--- config.mk ---
export PLATFORM = sky130hd
export DESIGN_NAME = tpz_mac
export DESIGN_NICKNAME = d
export VERILOG_FILES = /design/src/tpz_pkg.sv /design/src/tpz_mac.sv
export SDC_FILE = /design/constraint.sdc
export NUM_CORES = 1
export LEC_CHECK = 0
export CAP_MARGIN = 20
export CORE_AREA = 2 2 288 290
export DETAILED_ROUTE_END_ITERATION = 8
export DIE_AREA = 0 0 290 292
export DONT_BUFFER_PORTS = 1
export SETUP_SLACK_MARGIN = 0.5
export SLEW_MARGIN = 25
export SYNTH_ARGS = -nofsm -noshare
export SYNTH_HDL_FRONTEND = slang
export SYNTH_SLANG_ARGS = --single-unit
--- constraint.sdc ---
create_clock -name clk -period 12.07 [get_ports clk]
set_clock_uncertainty 0.05 [all_clocks]
set_input_delay 1.207 -clock clk [delete_from_list [all_inputs] [get_ports clk]]
set_output_delay 1.207 -clock clk [all_outputs]
set_load 0.05 [all_outputs]
--- src/tpz_pkg.sv ---
// Shared types and constants for the torus point projector with depth buffer.
// Holds the request and result beats, datapath word formats and register codes.
// No dependencies.
package tpz_pkg;

  localparam int CO_W = 24;
  localparam int OPB_W = 17;
  localparam int ACC_W = 44;
  localparam int FRAC = 14;
  localparam int DEN_W = 32;
  localparam int QW = 9;
  localparam int SHADE_SHIFT = 11;

  localparam logic [3:0] BLANK_CODE = 4'd12;
  localparam logic [3:0] SHADE_MAX = 4'd11;
  localparam logic [15:0] DEPTH_MAX = 16'hFFFF;
  localparam logic signed [OPB_W-1:0] INV_SQRT2 = 17'sd11585;

  localparam logic [1:0] REQ_CLEAR = 2'd0;
  localparam logic [1:0] REQ_PLOT = 2'd1;
  localparam logic [1:0] REQ_READ = 2'd2;
  localparam logic [1:0] REQ_NONE = 2'd3;

  localparam logic [2:0] REG_COS_TILT = 3'd0;
  localparam logic [2:0] REG_SIN_TILT = 3'd1;
  localparam logic [2:0] REG_COS_SPIN = 3'd2;
  localparam logic [2:0] REG_SIN_SPIN = 3'd3;
  localparam logic [2:0] REG_TUBE_RADIUS = 3'd4;
  localparam logic [2:0] REG_RING_RADIUS = 3'd5;
  localparam logic [2:0] REG_VIEW_DISTANCE = 3'd6;
  localparam logic [2:0] REG_PROJ_SCALE = 3'd7;

  typedef logic signed [CO_W-1:0] coord_t;
  typedef logic signed [OPB_W-1:0] opb_t;
  typedef logic signed [ACC_W-1:0] acc_t;

  typedef struct packed {
    logic [1:0] req_type;
    logic signed [15:0] cos_tube;
    logic signed [15:0] sin_tube;
    logic signed [15:0] cos_ring;
    logic signed [15:0] sin_ring;
    logic [5:0] read_row;
    logic [5:0] read_col;
  } request_t;

  typedef struct packed {
    logic [3:0] shade_code;
    logic [5:0] pixel_row;
    logic [5:0] pixel_col;
    logic written;
    logic dropped;
  } result_t;

  typedef struct packed {
    logic en;
    logic clear;
    logic sub;
  } mac_op_t;

  typedef struct packed {
    logic done;
    logic ovf;
    logic neg;
    logic [QW-1:0] quot;
  } div_res_t;

  typedef enum logic [4:0] {
    S_IDLE, S_CLR, S_RD, S_RDW,
    S_PX, S_PY, S_X1, S_Z1, S_Y2A, S_Y2B, S_Z2A, S_Z2B,
    S_XA, S_XB, S_YA, S_YB, S_NXT,
    S_LM, S_CN1, S_CN2, S_CDIV, S_CWAIT, S_RN2, S_RDIV, S_RWAIT,
    S_PRD, S_PWB
  } state_t;

endpackage

--- src/tpz_mac.sv ---
// Shared multiply-accumulate unit with round-to-nearest Q1.14 rescaling.
// Depends on tpz_pkg.
module tpz_mac import tpz_pkg::*; (
  input  logic    clk,
  input  mac_op_t op,
  input  coord_t  a,
  input  opb_t    b,
  output acc_t    acc,
  output coord_t  rnd
);

  logic signed [CO_W+OPB_W-1:0] prod;
  acc_t prod_ext;
  acc_t rnd_sum;

  assign prod = a * b;
  assign prod_ext = acc_t'(prod);

  always_ff @(posedge clk) begin
    if (op.en) begin
      acc <= (op.clear ? acc_t'(0) : acc) + (op.sub ? -prod_ext : prod_ext);
    end
  end

  // Adding half an LSB and shifting gives ties toward plus infinity.
  assign rnd_sum = acc + acc_t'(1 << (FRAC - 1));
  assign rnd = rnd_sum[FRAC+CO_W-1:FRAC];

endmodule

==> flow_summary_export.csv <==
group,metric,value,unit
status,status,"complete, no violations",
setup_path,crit_path_max_incr_delay,0.55,ns
clock_network,cts-resized-gates,0,
clock_network,postCtsHoldBufs,0,
clock_network,cts_setup_buffers,0,
synth,syn_area,20240,um2
global_route,antenna_found_initial,1,
setup_path,crit_top_cell,"fa_1",
setup_path,worst_path_max_delay_cell,"fa_1",
setup_path,crit_fanout,17,
clock_network,cts_made_buffers,5,
synth,synth.distinct_cells,90,
global_route,grt_pass1_vias,15350,
synth,yosysTopAreaCellShare,39.76,%
clock_network,path_clk_slew,0.07,ns
synth,synth-seq-area-share,6.527,%
sta,period_needed,9.967,ns
setup_path,required,12.07,ns
setup_path,arrival,9.97,ns
min_path,holdCritPathClass,"input pin to register",
layout,multiInputGateArea,16950,um2
global_route,track_usage,12.21,%
setup_path,crit_path_start_kind,"input pin",
floorplanning,die_x,290,um
route,via_per_inst,4.553,
layout,diodes,0,
synth,syn-num-nets,2875,
synth,async_reset_ff_share,0,%
layout,fin_nets,2803,
sta,rsz0062_at_grt,"no",
setup_path,crit_cells,33,
floorplanning,core_area,81580,um2
floorplanning,start_util,24.81,%
global_route,grt_pass1_wl,83.04,mm
layout,n_fill_cell,8811,
synth,ys_top_cells_by_count,"inv_1 (442), fa_1 (402), nand2_1 (287)",
synth,yosysMostFrequentCell,"inv_1",
setup_path,path_buf_inv,4,
synth,ys_top_cells_by_area,"fa_1 (40%), ha_1 (9.0%), inv_1 (8.2%)",
layout,seqCellArea,1321,um2
clock_network,cts_tree,"yes",
floorplanning,io_pins,113,
global_route,grt_max_degree,45,
layout,final_area,21450,um2
placement,gp_congestion,0.8454,
clock_network,clkSinkCount,44,
global_route,overflow,0,
layout,reg.largest.list,"acc x44",
sta,hold_viol_final,0,
synth,yosysWarningCount,0,
sta,setup_viol,0,
floorplanning,die-area,84680,um2
layout,area_growth_syn_to_layout,5.940,%
route,wl,51.26,mm
setup_path,endpoint_kind,"register",
sta,finalMaxSlewViolations,0,
sta,setup_ws,2.103,ns
layout,drive_above_1_share,3.076,%
layout,final_util,26.29,%
sta,fmax,100.3,MHz
clock_network,cts_buffer_depth,2,
synth,syn_area_per_cell,8.871,um2
placement,numPortBuffers,0,
synth,yosys_register_bits,44,
route,ant_nets,0,
clock_network,cts_root_buf,"clkbuf_16",
route,avgRoutedWirePerCell,15.62,um
clock_network,insertion_delay,0.30,ns
min_path,min_path_cells,0,
placement,place_ws,1.879,ns
route,drtIter0Drc,740,
floorplanning,die_h,292,um
clock_network,htreeDepth,2,
layout,regMostFlops,"acc",
route,num_vias,14940,
floorplanning,rows,105,
placement,dp_hpwl,43.13,mm
route,drtPass1Iterations,5,
setup_path,critPathTopFamily,"adder cells",
synth,synth_top_area_cell,"fa_1",
placement,dpl-instance-area,21250,um2
setup_path,crit_type,"input pin to register",
sta,tightest_slew,1.120,ns
synth,synth-main-ff-cell,"edfxtp_1",
setup_path,r2r_cells,13,
flow_run,maxCapViolCount,0,
synth,syn_inst,2282,
synth,synth-edff-count,44,
sta,timing.final.crit_share,82.58,%
sta,finalSetupTns,0,ns
route,drc,0,
layout,largest_reg_flops,44,
sta,relSlewSlack,24.82,%
==> stage by stage <==
step / hold WS [ns] / instances
2_1_floorplan: 0.9747 / 2282
3_3_place_gp: 1.043 / 3273
3_5_place_dp: 1.056 / 3273
4_1_cts: 0.9676 / 3281
5_1_grt: 0.9663 / 3281
6_report: 0.9825 / 3281
==> final cells by class <==
class | instances | area share, %
Tap cell | 1070 | 6.243
Timing Repair Buffer | 1 | 0.03501
Multi-Input combinational cell | 1715 | 79.05
Clock buffer | 5 | 0.5834
Clock inverter | 3 | 0.1750
Sequential cell | 44 | 6.161
Inverter | 443 | 7.754
==> logic make-up (layout without fill, tap and decap cells) <==
group / after synthesis / after routing / synth area share (%)
XOR/XNOR: 137 / 137 / 5.965
buffers and inverters: 523 / 452 / 9.951
AO/OA/AOI/OAI: 290 / 290 / 10.00
flip-flops: 44 / 44 / 6.527
adder cells (fa/ha/maj): 548 / 548 / 48.78
AND/OR/NAND/NOR: 737 / 737 / 18.63
multiplexers: 3 / 3 / 0.1483
==> final timing paths <==
kind          start       to  slack [ns]
min reg2reg  acc[0]   acc[0]        1.07
max reg2reg  acc[6]  acc[43]        7.88
max            a[7]  acc[43]        2.10
min           op[2]  acc[42]        0.98
==> per-layer routing <==
layer  vias up  wire length, um  track usage, %
li1       6990                -               -
met1      7585            20960           15.33
met2       312            26780           22.06
met3        52             2484           1.872
met4         0             1034           2.591
met5         -                0               0
==> worst register-to-register path, stage by stage (launching register included) <==
cell      delay [ns]
edfxtp_1        0.63
nor2b_1         0.24
ha_1            0.34
o21a_1          0.20
o21a_1          0.16
o211ai_1        0.50
o211ai_1        0.30
a21oi_1         0.37
o31ai_1         0.21
a41o_1          0.29
a31oi_1         0.26
o21ai_0         0.13
xnor2_1         0.15
xnor2_1         0.12
==> cell usage in the layout (no fill, tap or decap), types with 8 or more instances in the layout <==
master / synthesis / final
inv_1: 442 / 442
o21bai_1: 12 / 12
nor2b_1: 53 / 53
xnor2_1: 100 / 94
edfxtp_1: 44 / 44
nor2_1: 69 / 69
a21oi_1: 71 / 71
a21o_1: 37 / 37
and3_1: 14 / 14
o21ai_0: 44 / 44
or3_1: 8 / 8
o21a_1: 13 / 13
nand3_1: 32 / 32
nand2_1: 287 / 287
o31ai_1: 9 / 9
o211ai_1: 14 / 14
nand4_1: 18 / 18
fa_1: 402 / 402
and2_1: 173 / 173
a31oi_1: 12 / 12
or2_2: 10 / 10
a211oi_1: 10 / 10
ha_1: 146 / 146
xor2_1: 36 / 36
nor3_1: 20 / 20
nand2b_1: 20 / 20
Power is not shown: default switching activity piles up to over one toggle a cycle in this logic, so the estimate is an artifact.
