==> config.mk <==
export PLATFORM = sky130hd
export DESIGN_NAME = tpz_div
export DESIGN_NICKNAME = d
export VERILOG_FILES = /design/src/tpz_pkg.sv /design/src/tpz_div.sv
export SDC_FILE = /design/constraint.sdc
export NUM_CORES = 1
export LEC_CHECK = 0
export BUFFER_PORTS_ARGS = -buffer_cell sky130_fd_sc_hd__buf_2
export CAP_MARGIN = 20
export CORE_MARGIN = 1.5
export CORE_UTILIZATION = 30
export DETAILED_ROUTE_END_ITERATION = 10
export HOLD_SLACK_MARGIN = 0.1
export PLACE_DENSITY = 0.5
export SETUP_SLACK_MARGIN = 0.1
export SYNTH_ARGS = -nofsm -noshare
export SYNTH_HDL_FRONTEND = slang
export SYNTH_SLANG_ARGS = --single-unit
==> constraint.sdc <==
create_clock -name clk -period 4.39 [get_ports clk]
set_input_delay 0.2195 -clock clk [delete_from_list [all_inputs] [get_ports clk]]
set_output_delay 0.2195 -clock clk [all_outputs]
set_load 0.005 [all_outputs]
==> src/tpz_pkg.sv <==
// Shared types and constants for the torus point projector with depth buffer.
// Holds the request and result beats, datapath word formats and register codes.
// No dependencies.
package tpz_pkg;

  localparam int CO_W = 24;
  localparam int OPB_W = 17;
  localparam int ACC_W = 44;
  localparam int FRAC = 14;
  localparam int DEN_W = 32;
  localparam int QW = 9;
  localparam int SHADE_SHIFT = 11;

  localparam logic [3:0] BLANK_CODE = 4'd12;
  localparam logic [3:0] SHADE_MAX = 4'd11;
  localparam logic [15:0] DEPTH_MAX = 16'hFFFF;
  localparam logic signed [OPB_W-1:0] INV_SQRT2 = 17'sd11585;

  localparam logic [1:0] REQ_CLEAR = 2'd0;
  localparam logic [1:0] REQ_PLOT = 2'd1;
  localparam logic [1:0] REQ_READ = 2'd2;
  localparam logic [1:0] REQ_NONE = 2'd3;

  localparam logic [2:0] REG_COS_TILT = 3'd0;
  localparam logic [2:0] REG_SIN_TILT = 3'd1;
  localparam logic [2:0] REG_COS_SPIN = 3'd2;
  localparam logic [2:0] REG_SIN_SPIN = 3'd3;
  localparam logic [2:0] REG_TUBE_RADIUS = 3'd4;
  localparam logic [2:0] REG_RING_RADIUS = 3'd5;
  localparam logic [2:0] REG_VIEW_DISTANCE = 3'd6;
  localparam logic [2:0] REG_PROJ_SCALE = 3'd7;

  typedef logic signed [CO_W-1:0] coord_t;
  typedef logic signed [OPB_W-1:0] opb_t;
  typedef logic signed [ACC_W-1:0] acc_t;

  typedef struct packed {
    logic [1:0] req_type;
    logic signed [15:0] cos_tube;
    logic signed [15:0] sin_tube;
    logic signed [15:0] cos_ring;
    logic signed [15:0] sin_ring;
    logic [5:0] read_row;
    logic [5:0] read_col;
  } request_t;

  typedef struct packed {
    logic [3:0] shade_code;
    logic [5:0] pixel_row;
    logic [5:0] pixel_col;
    logic written;
    logic dropped;
  } result_t;

  typedef struct packed {
    logic en;
    logic clear;
    logic sub;
  } mac_op_t;

  typedef struct packed {
    logic done;
    logic ovf;
    logic neg;
    logic [QW-1:0] quot;
  } div_res_t;

  typedef enum logic [4:0] {
    S_IDLE, S_CLR, S_RD, S_RDW,
    S_PX, S_PY, S_X1, S_Z1, S_Y2A, S_Y2B, S_Z2A, S_Z2B,
    S_XA, S_XB, S_YA, S_YB, S_NXT,
    S_LM, S_CN1, S_CN2, S_CDIV, S_CWAIT, S_RN2, S_RDIV, S_RWAIT,
    S_PRD, S_PWB
  } state_t;

endpackage

==> src/tpz_div.sv <==
// Restoring divider, one quotient bit per cycle, truncating toward zero.
// Reports an overflow when the quotient needs more than QW bits. Depends on tpz_pkg.
module tpz_div import tpz_pkg::*; (
  input  logic             clk,
  input  logic             rst,
  input  logic             go,
  input  acc_t             num,
  input  logic [DEN_W-1:0] den,
  output div_res_t         res
);

  localparam int CNT_W = $clog2(QW + 1);

  logic running;
  logic done;
  logic [CNT_W-1:0] cnt;
  logic [ACC_W-1:0] mag;
  logic [ACC_W-1:0] dsh;
  logic [ACC_W-1:0] abs_num;
  logic [QW-1:0] quot;
  logic ovf;
  logic neg;

  assign abs_num = num[ACC_W-1] ? ACC_W'(-num) : ACC_W'(num);

  always_ff @(posedge clk) begin
    if (rst) begin
      running <= 1'b0;
      done <= 1'b0;
      cnt <= '0;
    end else begin
      done <= 1'b0;
      if (go) begin
        running <= 1'b1;
        cnt <= CNT_W'(QW);
      end else if (running) begin
        cnt <= cnt - 1'b1;
        if (cnt == CNT_W'(1)) begin
          running <= 1'b0;
          done <= 1'b1;
        end
      end
    end
  end

  always_ff @(posedge clk) begin
    if (go) begin
      neg <= num[ACC_W-1];
      mag <= abs_num;
      dsh <= ACC_W'(den) << (QW - 1);
      ovf <= abs_num >= (ACC_W'(den) << QW);
      quot <= '0;
    end else if (running) begin
      if (mag >= dsh) begin
        mag <= mag - dsh;
        quot <= {quot[QW-2:0], 1'b1};
      end else begin
        quot <= {quot[QW-2:0], 1'b0};
      end
      dsh <= dsh >> 1;
    end
  end

  assign res = '{done: done, ovf: ovf, neg: neg, quot: quot};

endmodule

==> results.cfg, run 1 <==
[floorplan]
core_um2 = 27800
die_h_um = 171
ioPinCount = 91
start_util_pct = 30.4
die_w_um = 171
num_rows = 61
die-area_um2 = 29200

[finish]
finalInstanceArea_um2 = 9740
final_common_cell = nand2_1
n_fill_cell = 2977
nets = 1259
drive_above_1_share_pct = 13.5
syn_to_final_growth_pct = 15.2
regArea_um2 = 2800
fin_util_pct = 35.1
antenna_cells = 0
final_cell_mix = 151 x nand2_1, 90 x o21ai_0, 89 x buf_2
multi_input_area_um2 = 5190

[yosys]
ys.flop_type = edfxtp_1
synth_top_cell_area_share_pct = 27.7
ys_seq_area_share_pct = 33.1
synth.avg_cell_area_um2 = 8.27
yosysUniqueCellTypes = 67
synth_nets = 1179
synthAdderAreaFrac_pct = 11.5
yosys_warnings = 0
synth_area_leaders = edfxtp_1 28%, ha_1 11%, nand2_1 6.7%
synth_edf_count = 78
ys_ff_latch = 101
synth_top_area_cell = edfxtp_1
synth-async-reset-ratio_pct = 0
synth_compound_area_share_pct = 19.2
synth_xor_area_share_pct = 8.49
synthesis.area_um2 = 8460
synth_cells = 1023
synth-simple-area-share_pct = 18.8
synth_top_family_by_area = compound AO/OA/AOI/OAI gates
synthMuxAreaShare_pct = 2.97

[global_routing]
grt_overflow = 0
grt_usage_pct = 16.7
antenna_found_initial = 0
grt_pass1_wl_mm = 37.9
grt_pass1_vias = 7165
grt_max_degree = 73

[critical_path]
cp_data_arrival_time_ns = 4.23
worstSetupStartpointType = input pin
critPathSlowestCell = or4_1
crit_chain = buf_2, or2_1, or4_1, nor3_2, nand2_1, or3_1, o31a_1, xor2_2, ha_1, a21o_1, a21o_1, a21oi_1, o21ai_1, a2111oi_1, buf_4, o211ai_1, a21oi_1, a2111oi_1, or3_1
crit_path_end_kind = flop
worstPathRequired_ns = 4.50
slowest_delay_ns = 0.45
path_class = input pin to flop
cp_max_fo = 3

[clocking]
insertion_delay_ns = 0.36
cts_tree = yes
clk_pin_slew_ns = 0.08
clock_sinks = 101
clock_tree.root_cell = clkbuf_16
cts_buffer_depth = 2
h-tree-depth = 3
cts_buffers = 9

[sta]
rsz0062_at_grt = false
drv_slew = 0
min_period_ns = 4.12
fin_crit_sh_pct = 93.8
finalSetupViolCount = 0
hold_viol_final = 0
fmax_ghz = 0.243
setup_tns_ns = 0
max_slew.worst_pin.slew_ns = 0.916
timing.slew.headroom_pct = 38.9
fin_skew_ns = 0.0101

[power_and_ir_drop]
peakVddDrop_uv = 213
power_mw = 4.21
p_per_area_nw_per_um2 = 432
p_leak_nw = 4.14

[outcome]
outcome = completed

[route]
drtAntennaViolNets = 0
wl_mm = 23.7
drt_pass1_iterations = 8
remaining_drc_errors = 0
wl_per_cell_um = 16.0
drt_iter0_markers = 484
avgViaCountPerCell = 4.95
vias = 7351

[placement]
portBuffers = 90
place_hpwl_mm = 18.5
placedInstanceArea_um2 = 9400
place_congestion = 0.835

[flow_run]
drv_cap = 0

[worst_hold_path]
hp-class = input pin to flop
-- cells by family after synthesis --
group,Yosys count
buffers and inverters,131
adders and majority gates,77
DFF,101
and+or+nand+nor,340
xor gates and xnor gates,82
muxes,25
AOI/OAI and AO/OA,267
-- critical path, delay by kind of cell --
kind | cells | cell delay, ns
AO/OA/AOI/OAI | 9 | 1.63
XOR/XNOR | 1 | 0.16
adder cells (fa/ha/maj) | 1 | 0.29
buffers and inverters | 2 | 0.29
AND/OR/NAND/NOR | 6 | 1.64
-- worst paths after layout --
| check | startpoint | endpoint | slack, ns | cells after the start |
|---|---|---|---|---|
| worst max-delay path | num[1] | ovf | 0.27 | 19 |
| worst min-delay path | den[14] | dsh[22] | 0.16 | 3 |
| worst max register to register | mag[0] | mag[14] | 0.48 | 13 |
| worst min register to register | quot[8] | quot[8] | 0.51 | 2 |
-- synthesized netlist by cell type (17+ instances only) --
| cell type | count |
|---|---|
| nand2_1 | 151 |
| o21ai_0 | 92 |
| inv_1 | 85 |
| edfxtp_1 | 78 |
| ha_1 | 76 |
| a21oi_1 | 72 |
| nor2_1 | 68 |
| xnor2_1 | 54 |
| clkbuf_1 | 33 |
| xor2_1 | 28 |
| a21o_1 | 25 |
| mux2i_1 | 24 |
| dfxtp_1 | 23 |
| nand3_1 | 18 |
| nand4_1 | 17 |
| nor3_1 | 17 |
-- power by group --
| part | total [mW] | switching [mW] | internal, mW |
|---|---|---|---|
| combinational | 2.05 | 1.22 | 0.827 |
| clock | 0.819 | 0.418 | 0.401 |
| sequential | 1.34 | 0.0789 | 1.26 |
-- metal layers --
metal	wire length, um	share of wire [%]	GRT usage [%]	vias to the layer above
li1	-	-	-	3781
met1	11800	50	23.3	3431
met2	10800	46	27.5	126
met3	869	3.7	2.20	13
met4	263	1.1	3.81	0
met5	0	0	0	-
-- registers in the layout, indices dropped and copies added (netlist names) --
name,count
mag,44
dsh,40
quot,9
cnt,4
done,1
neg,1
ovf,1
running,1
-- stage by stage --
stage                     setup WS [ns]  std cells  hold slack [ns]
after floorplan                   0.288       1023            0.289
after global placement           -0.166       1468            0.468
after detailed placement         -0.268       1468            0.469
after CTS                         0.112       1485            0.147
after global routing              0.101       1486            0.165
final                             0.274       1486            0.156
-- final cells by class --
class / count / area share [%]
multi-input cells: 791 / 53.3
flip-flops and latches: 101 / 28.8
repair buffers: 114 / 6.78
well taps: 378 / 4.85
inverters: 86 / 3.31
clock buffers: 9 / 2.31
clock inverters: 7 / 0.693
-- repair_timing --
item | CTS | global route
hold buffers | 1 | 0
resized for setup | 1 | 9
setup buffers | 0 | 1
setup endpoints to repair | 1 | 1
endpoints found under the hold margin | 3 | 0
pin swaps | 0 | 3
(Power assumes the default switching activity.)
==> inputs of run 2 (changes only) <==
--- a/config.mk
+++ b/config.mk
@@ -8,11 +8,12 @@
 export BUFFER_PORTS_ARGS = -buffer_cell sky130_fd_sc_hd__buf_2
 export CAP_MARGIN = 20
 export CORE_MARGIN = 1.5
-export CORE_UTILIZATION = 30
+export CORE_UTILIZATION = 45
 export DETAILED_ROUTE_END_ITERATION = 10
 export HOLD_SLACK_MARGIN = 0.1
-export PLACE_DENSITY = 0.5
+export PLACE_DENSITY = 0.68
 export SETUP_SLACK_MARGIN = 0.1
+export SLEW_MARGIN = 15
 export SYNTH_ARGS = -nofsm -noshare
 export SYNTH_HDL_FRONTEND = slang
 export SYNTH_SLANG_ARGS = --single-unit
==> run 2 against run 1 <==
Compared with the run above:
- clock-buffer cell count did not move
- clock power barely moved
- power fell by 0.13%
- cell count fell by 10%
- critical endpoint unchanged
- die area fell by 33%
- sequential share of layout area rose by 0.77 points
- critical path depth did not move
- via count rose by 2.4%
- hold slack got worse by 0.015 ns
- setup slack improved by 0.13 ns
- routed wire length fell by 7.0%
- register-to-register slack improved by 0.29 ns
==> results.cfg, run 2 (same netlist as run 1, synthesis figures left out) <==
[finish]
regArea_um2 = 2800
multi_input_area_um2 = 5180
regMostFlops = mag
largest_register_ffs = 44
final_cell_mix = 151 x nand2_1, 92 x o21ai_0, 89 x buf_2
syn_to_final_growth_pct = 12.2
fin_cells = 1331
antenna_cells = 0
n_fill_cell = 1717
fin_util_pct = 52.1
reg.largest.list = mag (44), dsh (40), quot (9)
nets = 1253
drive_above_1_share_pct = 12.9
final_common_cell = nand2_1

[floorplan]
core_um2 = 18200
start_util_pct = 46.5
num_rows = 49
die-area_um2 = 19600
ioPinCount = 91
die_h_um = 140
die_w_um = 140

[global_routing]
antenna_found_initial = 0
grt_pass1_vias = 7058
use_met2_pct = 37.1
top_usage_layer = met2
grt_overflow = 0
grt_usage_pct = 23.1
grtUsageMet3_pct = 3.59
grt_max_degree = 77
grtUsageMet1_pct = 32.2
grt_pass1_wl_mm = 36.3

[power_and_ir_drop]
p_leak_nw = 4.11
p_sw_mw = 1.72
p_int_mw = 2.49
peakVddDrop_uv = 196
pwr-share-clk_pct = 19.5
pwr-share-comb_pct = 48.6
swShare_pct = 40.9
p_per_area_nw_per_um2 = 443
sequentialPowerShare_pct = 31.9

[critical_path]
worstSetupStartpointType = input pin
cp_max_fo = 3
critPathSlowestCell = or4_1
crit_path_end_kind = flop
path_class = input pin to flop
cp_data_arrival_time_ns = 4.10
slowest_delay_ns = 0.44
worstPathRequired_ns = 4.51
crit_chain = buf_2, or2_1, or4_1, nor3_2, nand2_1, or3_1, o31a_1, xor2_2, ha_1, a21o_1, a21o_1, a21oi_1, o21ai_0, a2111oi_2, buf_4, o211ai_1, a21oi_1, a2111oi_1, or3_1

[clocking]
h-tree-depth = 3
clock_tree.root_cell = clkbuf_16
cts_buffers = 9
post_cts_buffers = 0
cts_tree = yes
insertion_delay_ns = 0.37
clk_pin_slew_ns = 0.08
clock_sinks = 101
cts_buffer_depth = 2

[route]
drt_pass1_iterations = 6
avgViaCountPerCell = 5.66
wl_mm = 22.1
remaining_drc_errors = 0
drtAntennaViolNets = 0
drt_iter0_markers = 463
wl_per_cell_um = 16.6
vias = 7527

[sta]
min_period_ns = 3.98
max_slew.worst_pin.slew_ns = 0.907
fin_crit_sh_pct = 90.7
fin_skew_ns = 0.00875
finalSetupViolCount = 0
finalWorstSetupSlack_ns = 0.408
timing.slew.headroom_pct = 39.5
rsz0062_at_grt = false
drv_slew = 0
hold_viol_final = 0
fmax_ghz = 0.251

[flow_run]
drv_cap = 0

[outcome]
outcome = completed

[placement]
place_congestion = 0.879
dp_cells = 1314
portBuffers = 90
place_hpwl_mm = 16.8
place_ws_ns = -0.110

[worst_hold_path]
hp-class = input pin to flop
-- run 2: changes by cell type in the layout (fill, tap and decap cells not counted), moves of 2 or more --
cell / change
buf_4: -5
o21ai_0: +2
o21ai_1: -2
o31ai_1: +2
o31ai_2: -2
-- run 2: per-stage QoR --
step	setup TNS, ns	power (mW)	hold WS [ns]	cell area, um2
floorplan	0	2.87	0.289	8460
global placement	-0.0914	3.33	0.470	9160
detailed placement	-0.110	3.36	0.472	9160
CTS	0	4.19	0.139	9460
global route	0	4.52	0.157	9490
finish	0	4.21	0.142	9490
-- run 2: worst paths after layout --
kind,from,to,slack (ns),cells after the start
setup / recovery,num[1],ovf,0.41,19
hold / removal,den[30],dsh[38],0.14,3
setup reg to reg,mag[0],mag[28],0.77,13
hold reg to reg,quot[8],quot[8],0.50,2
-- run 2: area by class of cell --
| type | instances | area share (%) |
|---|---|---|
| Clock buffer | 9 | 2.37 |
| Clock inverter | 7 | 0.673 |
| Inverter | 86 | 3.40 |
| Multi-Input combinational cell | 791 | 54.6 |
| Sequential cell | 101 | 29.6 |
| Tap cell | 229 | 3.02 |
| Timing Repair Buffer | 108 | 6.36 |
-- run 2: layer usage --
metal | wire, um | share of wire [%]
met1 | 10600 | 48
met2 | 10100 | 46
met3 | 1030 | 4.7
met4 | 347 | 1.6
met5 | 0 | 0
-- run 2: critical path, delay by kind of cell --
kind                       cells  cell delay [ns]
and+or+nand+nor                6             1.58
AOI/OAI and AO/OA              9             1.58
buffers and inverters          2             0.29
adders and majority gates      1             0.29
xor gates and xnor gates       1             0.16
-- run 2: power groups by stage --
stage,Combinational [mW],Sequential [mW],Clock [mW]
6_report,2.04,1.34,0.819
5_1_grt,2.29,1.36,0.867
4_1_cts,2.02,1.34,0.829
3_5_place_dp,2.00,1.37,0
3_3_place_gp,1.97,1.36,0
2_1_floorplan,1.54,1.34,0
-- run 2: repair_timing --
item | in CTS | in global routing
endpoints found under the setup margin | 0 | 1
gates resized for setup | 0 | 7
hold endpoints to repair | 4 | 0
hold buffers | 1 | 0
